### src/rtl/indexed_sequence_list_engine_assert.svh
// assertion macros used by indexed_sequence_list_engine.sv
`ifndef INDEXED_SEQUENCE_LIST_ENGINE_ASSERT_SVH
`define INDEXED_SEQUENCE_LIST_ENGINE_ASSERT_SVH
`ifndef SYNTHESIS
// condition implies consequence in the same cycle
`define ISLE_ASSERT_SAME(lbl, clk, rst_n, ante, cons) \
    lbl: assert property (@(posedge clk) disable iff (!rst_n) (ante) |-> (cons)) \
        else $error("isle assertion failed");
// condition implies consequence in the next cycle
`define ISLE_ASSERT_NEXT(lbl, clk, rst_n, ante, cons) \
    lbl: assert property (@(posedge clk) disable iff (!rst_n) (ante) |=> (cons)) \
        else $error("isle assertion failed");
`else
`define ISLE_ASSERT_SAME(lbl, clk, rst_n, ante, cons)
`define ISLE_ASSERT_NEXT(lbl, clk, rst_n, ante, cons)
`endif
`endif

### src/rtl/isle_pkg.sv
`default_nettype none

package isle_pkg;

    // width of the shift index broadcast to the cells (capacity up to 256)
    localparam int IDX_BITS = 8;

    // command codes, code seven is unused
    typedef enum logic [2:0] {
        CMD_PUSH_FRONT = 3'd0,
        CMD_PUSH_BACK  = 3'd1,
        CMD_POP_FRONT  = 3'd2,
        CMD_INSERT     = 3'd3,
        CMD_REMOVE     = 3'd4,
        CMD_READ       = 3'd5,
        CMD_CLEAR      = 3'd6
    } t_cmd;

    // result status codes
    typedef enum logic [1:0] {
        ST_DONE    = 2'd0,
        ST_FULL    = 2'd1,
        ST_IGNORED = 2'd2
    } t_status;

    // what the chain does this cycle
    typedef enum logic [1:0] {
        SH_HOLD   = 2'd0,
        SH_INSERT = 2'd1,
        SH_DELETE = 2'd2
    } t_shift;

    // control broadcast to every cell
    typedef struct packed {
        t_shift                op;
        logic [IDX_BITS-1:0]   idx;
    } t_cell_ctrl;

endpackage

`default_nettype wire

### src/rtl/isle_if.sv
`default_nettype none

// command channel
interface isle_cmd_if;
    logic               valid;
    logic               ready;
    logic [2:0]         command;
    logic [3:0]         position;
    logic signed [31:0] value;

    modport source (output valid, output command, output position, output value,
                    input ready);
    modport sink   (input valid, input command, input position, input value,
                    output ready);
endinterface

// result channel
interface isle_res_if;
    logic               valid;
    logic               ready;
    logic signed [31:0] read_value;
    logic signed [31:0] front_value;
    logic signed [31:0] back_value;
    logic [4:0]         count;
    logic               is_empty;
    logic [1:0]         status;

    modport source (output valid, output read_value, output front_value,
                    output back_value, output count, output is_empty, output status,
                    input ready);
    modport sink   (input valid, input read_value, input front_value,
                    input back_value, input count, input is_empty, input status,
                    output ready);
endinterface

`default_nettype wire

### src/rtl/indexed_sequence_list_engine.sv
// channel   dir  payload                                          handshake
// i_cmd     in   command, position, value                         valid/ready
// o_res     out  read_value, front_value, back_value, count,      valid/ready
//                is_empty, status
//
// one command per cycle while each result is taken: the cell chain shifts at the
// accepting edge and the result is valid in the next cycle, held in the output register.
// a new command is taken when no result is held or while the held result is
// being taken, so a result that stalls holds the command side.
// reset clears the count, the status and the output valid; cell contents are not reset.
`default_nettype none
`include "indexed_sequence_list_engine_assert.svh"

module indexed_sequence_list_engine #(
    parameter int CAPACITY   = 16,
    parameter int DATA_WIDTH = 32
) (
    input  wire logic   i_clk,
    input  wire logic   i_rst_n,
    isle_cmd_if.sink    i_cmd,
    isle_res_if.source  o_res
);
    import isle_pkg::*;

    localparam int LEN_W = $clog2(CAPACITY + 1);
    localparam int IDX_W = $clog2(CAPACITY);
    localparam int CMP_W = (LEN_W > 4) ? LEN_W : 4;
    localparam logic [LEN_W-1:0] CAP_LEN = LEN_W'(CAPACITY);

    // sign extend or cut a stored element to the 32-bit result field
    function automatic logic [31:0] f_widen(input logic [DATA_WIDTH-1:0] d);
        logic signed [DATA_WIDTH-1:0] s;
        s = d;
        return 32'(s);
    endfunction

    logic [LEN_W-1:0]       r_len;
    logic [LEN_W-1:0]       n_len;
    logic                   r_out_valid;
    logic [31:0]            r_rd;
    logic [31:0]            n_rd;
    t_status                r_status;
    t_status                n_status;
    t_cell_ctrl             w_ctrl;
    logic [DATA_WIDTH-1:0]  w_cells [CAPACITY];
    logic [DATA_WIDTH-1:0]  w_value;
    logic                   w_accept;
    logic                   w_full;
    logic                   w_empty;
    logic                   w_pos_ok;
    logic [CMP_W-1:0]       w_pos_c;
    logic [CMP_W-1:0]       w_len_c;
    t_cmd                   w_cmd;

    assign w_cmd    = t_cmd'(i_cmd.command);
    assign w_accept = i_cmd.valid && i_cmd.ready;
    assign w_full   = (r_len == CAP_LEN);
    assign w_empty  = (r_len == '0);
    assign w_pos_c  = CMP_W'(i_cmd.position);
    assign w_len_c  = CMP_W'(r_len);
    assign w_pos_ok = (w_pos_c < w_len_c);
    assign w_value  = DATA_WIDTH'($unsigned(i_cmd.value));

    // command decode into chain control, next count, read value and status
    always_comb begin
        w_ctrl.op  = SH_HOLD;
        w_ctrl.idx = '0;
        n_len      = r_len;
        n_rd       = '0;
        n_status   = ST_DONE;
        case (w_cmd)
            CMD_PUSH_FRONT: begin
                if (w_full) begin
                    n_status = ST_FULL;
                end else begin
                    w_ctrl.op = SH_INSERT;
                    n_len     = r_len + 1'b1;
                end
            end
            CMD_PUSH_BACK: begin
                if (w_full) begin
                    n_status = ST_FULL;
                end else begin
                    w_ctrl.op  = SH_INSERT;
                    w_ctrl.idx = IDX_BITS'(r_len);
                    n_len      = r_len + 1'b1;
                end
            end
            CMD_POP_FRONT: begin
                if (w_empty) begin
                    n_status = ST_IGNORED;
                end else begin
                    w_ctrl.op = SH_DELETE;
                    n_len     = r_len - 1'b1;
                end
            end
            CMD_INSERT: begin
                if (w_full) begin
                    n_status = ST_FULL;
                end else begin
                    w_ctrl.op  = SH_INSERT;
                    w_ctrl.idx = w_pos_ok ? IDX_BITS'(i_cmd.position) : IDX_BITS'(r_len);
                    n_len      = r_len + 1'b1;
                end
            end
            CMD_REMOVE: begin
                if (w_pos_ok) begin
                    w_ctrl.op  = SH_DELETE;
                    w_ctrl.idx = IDX_BITS'(i_cmd.position);
                    n_len      = r_len - 1'b1;
                end else begin
                    n_status = ST_IGNORED;
                end
            end
            CMD_READ: begin
                if (w_pos_ok) begin
                    n_rd = f_widen(w_cells[IDX_W'(i_cmd.position)]);
                end else begin
                    n_status = ST_IGNORED;
                end
            end
            CMD_CLEAR: n_len = '0;
            default:   n_status = ST_IGNORED;
        endcase
        if (!w_accept) begin
            w_ctrl.op = SH_HOLD;
        end
    end

    // row of cells, each shifting with its neighbors
    for (genvar g = 0; g < CAPACITY; g++) begin : g_cell
        logic [DATA_WIDTH-1:0] w_left;
        logic [DATA_WIDTH-1:0] w_right;
        if (g == 0) begin : g_first
            assign w_left = w_cells[g];
        end else begin : g_mid_l
            assign w_left = w_cells[g-1];
        end
        if (g == CAPACITY - 1) begin : g_last
            assign w_right = w_cells[g];
        end else begin : g_mid_r
            assign w_right = w_cells[g+1];
        end
        isle_cell #(
            .DATA_WIDTH (DATA_WIDTH),
            .IDX        (g)
        ) u_cell (
            .i_clk   (i_clk),
            .i_ctrl  (w_ctrl),
            .i_value (w_value),
            .i_left  (w_left),
            .i_right (w_right),
            .o_data  (w_cells[g])
        );
    end

    // count and result register
    always_ff @(posedge i_clk) begin
        if (!i_rst_n) begin
            r_len       <= '0;
            r_out_valid <= 1'b0;
            r_status    <= ST_DONE;
        end else begin
            if (w_accept) begin
                r_len       <= n_len;
                r_out_valid <= 1'b1;
                r_status    <= n_status;
            end else if (o_res.ready) begin
                r_out_valid <= 1'b0;
            end
        end
    end

    // read value needs no reset
    always_ff @(posedge i_clk) begin
        if (w_accept) begin
            r_rd <= n_rd;
        end
    end

    assign i_cmd.ready       = !r_out_valid || o_res.ready;
    assign o_res.valid       = r_out_valid;
    assign o_res.read_value  = r_rd;
    assign o_res.front_value = w_empty ? '0 : f_widen(w_cells[0]);
    assign o_res.back_value  = w_empty ? '0 : f_widen(w_cells[IDX_W'(r_len - 1'b1)]);
    assign o_res.count       = 5'(r_len);
    assign o_res.is_empty    = w_empty;
    assign o_res.status      = r_status;

    // checks
    `ISLE_ASSERT_SAME(a_len_bound, i_clk, i_rst_n, 1'b1, r_len <= CAP_LEN)
    `ISLE_ASSERT_NEXT(a_clear_empties, i_clk, i_rst_n, w_accept && (w_cmd == CMD_CLEAR), r_len == '0)
    `ISLE_ASSERT_NEXT(a_full_holds, i_clk, i_rst_n, w_accept && w_full && (w_cmd == CMD_PUSH_BACK || w_cmd == CMD_PUSH_FRONT || w_cmd == CMD_INSERT), (r_len == $past(r_len)) && (r_status == ST_FULL))
    `ISLE_ASSERT_NEXT(a_push_grows, i_clk, i_rst_n, w_accept && !w_full && (w_cmd == CMD_PUSH_BACK), r_len == LEN_W'($past(r_len) + 1'b1))

endmodule

`default_nettype wire

### src/rtl/isle_cell.sv
`default_nettype none

module isle_cell #(
    parameter int DATA_WIDTH = 32,
    parameter int IDX        = 0
) (
    input  wire logic                   i_clk,
    input  wire isle_pkg::t_cell_ctrl   i_ctrl,
    input  wire logic [DATA_WIDTH-1:0]  i_value,
    input  wire logic [DATA_WIDTH-1:0]  i_left,
    input  wire logic [DATA_WIDTH-1:0]  i_right,
    output logic      [DATA_WIDTH-1:0]  o_data
);
    import isle_pkg::*;

    localparam logic [IDX_BITS-1:0] MY_IDX = IDX_BITS'(IDX);

    logic [DATA_WIDTH-1:0] r_data;
    logic [DATA_WIDTH-1:0] n_data;

    // insert takes the left neighbor or the value, delete the right
    always_comb begin
        n_data = r_data;
        case (i_ctrl.op)
            SH_INSERT: begin
                if (MY_IDX > i_ctrl.idx) begin
                    n_data = i_left;
                end else if (MY_IDX == i_ctrl.idx) begin
                    n_data = i_value;
                end
            end
            SH_DELETE: begin
                if (MY_IDX >= i_ctrl.idx) begin
                    n_data = i_right;
                end
            end
            default: n_data = r_data;
        endcase
    end

    // element storage, no reset
    always_ff @(posedge i_clk) begin
        r_data <= n_data;
    end

    assign o_data = r_data;

endmodule

`default_nettype wire
### src/flat_wrapper.sv
// flat-port wrapper written by rule: the top's interface ports become plain ports
module indexed_sequence_list_engine_flat import isle_pkg::*;
#(
    parameter int CAPACITY   = 16,
    parameter int DATA_WIDTH = 32
)
  (i_clk, i_rst_n, i_cmd_valid, i_cmd_command, i_cmd_position, i_cmd_value, i_cmd_ready, o_res_valid, o_res_read_value, o_res_front_value, o_res_back_value, o_res_count, o_res_is_empty, o_res_status, o_res_ready);
  isle_cmd_if i_cmd_i ();
  isle_res_if o_res_i ();
  input  wire logic i_clk;
  input  wire logic i_rst_n;
  input wire logic [$bits(i_cmd_i.valid)-1:0] i_cmd_valid;
  input wire logic [$bits(i_cmd_i.command)-1:0] i_cmd_command;
  input wire logic [$bits(i_cmd_i.position)-1:0] i_cmd_position;
  input wire logic [$bits(i_cmd_i.value)-1:0] i_cmd_value;
  output wire logic [$bits(i_cmd_i.ready)-1:0] i_cmd_ready;
  output wire logic [$bits(o_res_i.valid)-1:0] o_res_valid;
  output wire logic [$bits(o_res_i.read_value)-1:0] o_res_read_value;
  output wire logic [$bits(o_res_i.front_value)-1:0] o_res_front_value;
  output wire logic [$bits(o_res_i.back_value)-1:0] o_res_back_value;
  output wire logic [$bits(o_res_i.count)-1:0] o_res_count;
  output wire logic [$bits(o_res_i.is_empty)-1:0] o_res_is_empty;
  output wire logic [$bits(o_res_i.status)-1:0] o_res_status;
  input wire logic [$bits(o_res_i.ready)-1:0] o_res_ready;
  assign i_cmd_i.valid = i_cmd_valid;
  assign i_cmd_i.command = i_cmd_command;
  assign i_cmd_i.position = i_cmd_position;
  assign i_cmd_i.value = i_cmd_value;
  assign i_cmd_ready = i_cmd_i.ready;
  assign o_res_valid = o_res_i.valid;
  assign o_res_read_value = o_res_i.read_value;
  assign o_res_front_value = o_res_i.front_value;
  assign o_res_back_value = o_res_i.back_value;
  assign o_res_count = o_res_i.count;
  assign o_res_is_empty = o_res_i.is_empty;
  assign o_res_status = o_res_i.status;
  assign o_res_i.ready = o_res_ready;
  indexed_sequence_list_engine #(.CAPACITY(CAPACITY), .DATA_WIDTH(DATA_WIDTH)) u_core (.i_clk(i_clk), .i_rst_n(i_rst_n), .i_cmd(i_cmd_i), .o_res(o_res_i));
endmodule
### config.mk
export PLATFORM = sky130hd
export DESIGN_NAME = indexed_sequence_list_engine_flat
export DESIGN_NICKNAME = d
export VERILOG_FILES = /design/src/rtl/isle_pkg.sv /design/src/rtl/isle_if.sv /design/src/rtl/indexed_sequence_list_engine.sv /design/src/rtl/isle_cell.sv /design/src/flat_wrapper.sv
export VERILOG_INCLUDE_DIRS = /design/src /design/src/rtl
export SDC_FILE = /design/constraint.sdc
export NUM_CORES = 1
export LEC_CHECK = 0
export ABC_CLOCK_PERIOD_IN_PS = 9400
export BUFFER_PORTS_ARGS = -buffer_cell sky130_fd_sc_hd__buf_2
export CAP_MARGIN = 0
export CORE_ASPECT_RATIO = 1.75
export CORE_MARGIN = 8
export CORE_UTILIZATION = 40
export CTS_CLUSTER_DIAMETER = 60
export DETAILED_ROUTE_END_ITERATION = 10
export PLACE_DENSITY = 0.56
export RECOVER_POWER = 25
export SLEW_MARGIN = 20
export SYNTH_ARGS = -nofsm -noshare
export SYNTH_HDL_FRONTEND = slang
export SYNTH_SLANG_ARGS = --single-unit
### constraint.sdc
create_clock -name i_clk -period 9.4 [get_ports i_clk]
set_input_delay 0.94 -clock i_clk [delete_from_list [all_inputs] [get_ports i_clk]]
set_output_delay 0.94 -clock i_clk [all_outputs]
set_load 0.01 [all_outputs]
==> impl_metrics.csv <==
group,metric,value,unit
clock_tree,cts_tree,"yes",
timing,maxSlewHeadroom,-115,%
critical_path,critPathKind,"flip-flop to output port",
grt,grt_pass1_wl,194,mm
timing,worstMarginPinSlew,3.23,ns
critical_path,reg2regPathDepth,12,
timing,rsz0062_at_grt,"no",
routing,drt_wl_total,133,mm
timing,fmax,0.134,GHz
floorplanning,ioPinCount,149,
worst_hold_path,hold_path_depth,2,
floorplanning,rows,146,
timing,final_max_slew_viol_count,347,
clock_tree,htree_num_levels,2,
synth,netlist_instances,2950,
timing,fin_crit,7.44,ns
floorplanning,die-area,0.101,sq mm
clock_tree,cts-hold-fix-buffers,0,
grt,overflow,0,
critical_path,endpoint_kind,"output port",
synth,synth_cell_types,57,
power_and_ir_drop,pwr-share-comb,26.7,%
cells_and_area,final_nets,2970,
placement,placed_area,0.0381,sq mm
critical_path,startpoint_type,"flip-flop",
cells_and_area,syn2layout_area_growth,9.69,%
worst_hold_path,holdPathEnd,"u_core.o_res.status[1]$_SDFFE_PN0P_",
synth,synth.avg_cell_area,12.3,sq um
routing,drc,0,
timing,final.setup_skew,0.0127,ns
synth,yosysTopAreaCell,"edfxtp_1",
routing,via_per_inst,6.57,
critical_path,cp_max_fo,38,
timing,hold_viol,0,
critical_path,rrSetupSlack,2.18,ns
synth,synth-seq-area-share,45.6,%
power_and_ir_drop,sequentialPowerShare,42.8,%
critical_path,worstPathRequired,8.46,ns
grt,grt_max_degree,227,
synth,synth_flop_cell,"edfxtp_1",
clock_tree,cts_resized,0,
floorplanning,die_h,414,microns
floorplanning,start_util,40.2,%
worst_hold_path,hp-class,"flip-flop to flip-flop",
synth,netlist_area,0.0362,sq mm
synth,async_reset_ff_share,0,%
power_and_ir_drop,swShare,33.1,%
cells_and_area,drive_gt1_share,23.8,%
grt,first_global_vias,27500,
timing,setup_viol,0,
placement,place_congestion,0.841,
timing,timing.final.crit_share,79.1,%
synth,yosys_warnings,0,
clock_tree,cts_made_buffers,58,
critical_path,rr_startpoint,"u_core.o_res.count[2]$_SDFFE_PN0P_",
power_and_ir_drop,power_density,190,mW/mm^2
clock_tree,cts_root_buf,"clkbuf_16",
power_and_ir_drop,peakVddDrop,141,uV
placement,dp_hpwl,80.5,mm
grt,antenna_found_initial,1,
power_and_ir_drop,p_leak,12.8,nW
synth,synth_top_area_share,45.1,%
routing,dr.pass1.iters,7,
power_and_ir_drop,p_switching,2.50,mW
worst_hold_path,hold_path.startpoint,"u_core.o_res.status[1]$_SDFFE_PN0P_",
clock_tree,clk_path_buf_depth,3,
power_and_ir_drop,power.internal,5.06,mW
clock_tree,clock_sinks,552,
cells_and_area,seqCellArea,0.0165,sq mm
clock_tree,postCtsSetupBuffers,0,
routing,antenna_left,0,
routing,drt_iter0_drc,3198,
synth,synth-seq-cells,552,
placement,port-buffer-count,148,
routing,routedWlPerCell,32.1,microns
grt,track_usage,25.6,%
outcome,outcome,"finished, violations left",
clock_tree,clk_pin_slew,0.07,ns
floorplanning,coreArea,0.0901,sq mm
power_and_ir_drop,clkPwrFrac,30.5,%
critical_path,r2r_end,"u_core.g_cell[12].u_cell.o_data[9]$_DFFE_PP_",
routing,vias,27300,
floorplanning,die_width,243,microns
timing,fin_setup_tns,0,ns
synth,netlist_top_cells_area,"edfxtp_1 (45%), mux4_2 (18%), mux2i_1 (8.0%)",
synth,synth_edf_count,544,
flow_run,maxCapViolCount,12,
cells_and_area,multi_input_area,0.0187,sq mm
clock_tree,clk_latency,0.65,ns
cells_and_area,fillers,8209,
outcome,violations,"capacitance limit, slew limit",
critical_path,critPathArrivalTime,6.50,ns
cells_and_area,final_design_area_no_fill,0.0397,sq mm
synth,synth_fp_nets,3001,
[Yosys cell counts, types with 12 or more instances]
library cell and instances:
inv_1 12, a21oi_1 121, o21ai_0 299, a211oi_1 66, nor2b_1 163, nor2_1 18
a31oi_1 35, clkbuf_1 217, buf_2 39, nand2b_1 132, edfxtp_1 544, mux2i_1 291
mux4_2 288, o221a_2 92, buf_1 42, nand2_1 424, mux2_4 60
[layout by cell type, fill, tap and decap left out, types with 5 or more instances in the layout]
cell | netlist | final
edfxtp_1 | 544 | 544
nand2_1 | 424 | 423
o21ai_0 | 299 | 299
mux2i_1 | 291 | 291
mux4_2 | 288 | 288
nor2b_1 | 163 | 162
nand2b_1 | 132 | 132
a21oi_1 | 121 | 113
o221a_2 | 92 | 92
clkbuf_1 | 217 | 83
buf_2 | 39 | 74
a211oi_1 | 66 | 66
buf_4 | 3 | 61
mux2_4 | 60 | 60
clkbuf_16 | 0 | 58
a31oi_1 | 35 | 34
nor2_1 | 18 | 16
clkinv_1 | 0 | 16
inv_1 | 12 | 12
a21oi_4 | 0 | 9
clkinv_2 | 0 | 9
ha_1 | 8 | 8
dfxtp_1 | 8 | 8
nand3_1 | 7 | 7
nor3_1 | 6 | 6
o21ai_4 | 0 | 6
clkinvlp_4 | 0 | 5
[kinds of logic (layout without fill, tap and decap cells)]
| logic type | after synthesis | after routing | share of synthesized area [%] |
|---|---|---|---|
| AOI/OAI and AO/OA | 653 | 653 | 11.6 |
| other | 0 | 3 | 0 |
| adders and majority gates | 8 | 8 | 0.277 |
| muxes | 643 | 643 | 28.6 |
| buffers and inverters | 319 | 333 | 3.60 |
| and+or+nand+nor | 772 | 772 | 10.3 |
| xor gates and xnor gates | 3 | 3 | 0.0726 |
| DFF | 552 | 552 | 45.6 |
[registers in the layout, summed over array words and instances (netlist names)]
name / count
u_core.g_cell.u_cell.o_data: 512
u_core.o_res.read_value: 32
u_core.o_res.count: 5
u_core.o_res.status: 2
u_core.o_res.valid: 1
[worst max-delay path, cell delays in order (launching register included)]
cell and delay, ns:
dfxtp_1 0.56, buf_4 0.74, inv_1 0.16, ha_1 1.88, buf_4 0.64, mux4_2 0.28, nor2b_1 0.13, a211oi_1 0.06
a211oi_1 0.99, buf_2 0.31
[power groups by stage]
stage,sequential [mW],combinational (mW),clock (mW)
after global placement,3.27,1.99,0
after CTS,3.23,2.03,2.33
after global routing,3.26,2.12,2.42
after floorplan,3.19,1.31,0
after detailed placement,3.28,2.02,0
final,3.24,2.02,2.31
[metal layers]
| layer | vias to the layer above | track usage (%) | part of all wire [%] |
|---|---|---|---|
| met2 | 1589 | 44.3 | 50 |
| met5 | - | 0 | 0 |
| met4 | 0 | 14.3 | 6.1 |
| met1 | 14000 | 30.4 | 36 |
| li1 | 11400 | - | - |
| met3 | 381 | 4.04 | 7.3 |
[worst max path at each step]
stage	slack [ns]	depth (start not counted)	from	to
finish	1.96	9	u_core.o_res.count[0]$_SDFFE_PN0P_	o_res_back_value[24]
global route	1.69	15	u_core.o_res.count[0]$_SDFFE_PN0P_	u_core.g_cell[9].u_cell.o_data[29]$_DFFE_PP_
CTS	3.25	9	u_core.o_res.count[0]$_SDFFE_PN0P_	o_res_back_value[24]
detailed placement	3.10	15	i_cmd_position[2]	u_core.g_cell[9].u_cell.o_data[29]$_DFFE_PP_
global placement	3.12	14	i_cmd_position[2]	u_core.g_cell[8].u_cell.o_data[26]$_DFFE_PP_
floorplan	2.84	17	u_core.o_res.count[0]$_SDFFE_PN0P_	u_core.g_cell[4].u_cell.o_data[0]$_DFFE_PP_
[area by class of cell]
cell class	instances	share of cell area, %
clock buffers	65	3.72
flip-flops and latches	552	41.5
multi-input cells	2079	47.1
well taps	1184	3.73
inverters	12	0.113
diodes	3	0.0189
clock inverters	40	0.766
repair buffers	216	2.98
[stage by stage]
step,std cells,util [%],setup slack [ns],power (mW),hold slack (ns)
2_1_floorplan,2950,-,2.84,4.50,0.518
3_3_place_gp,4043,42.3,3.12,5.26,0.481
3_5_place_dp,4043,42.3,3.10,5.30,0.500
4_1_cts,4148,44.3,3.25,7.59,0.510
5_1_grt,4148,44.1,1.69,7.80,0.536
6_report,4151,44.1,1.96,7.56,0.507
Note: power is estimated with default switching activity, not from simulation.
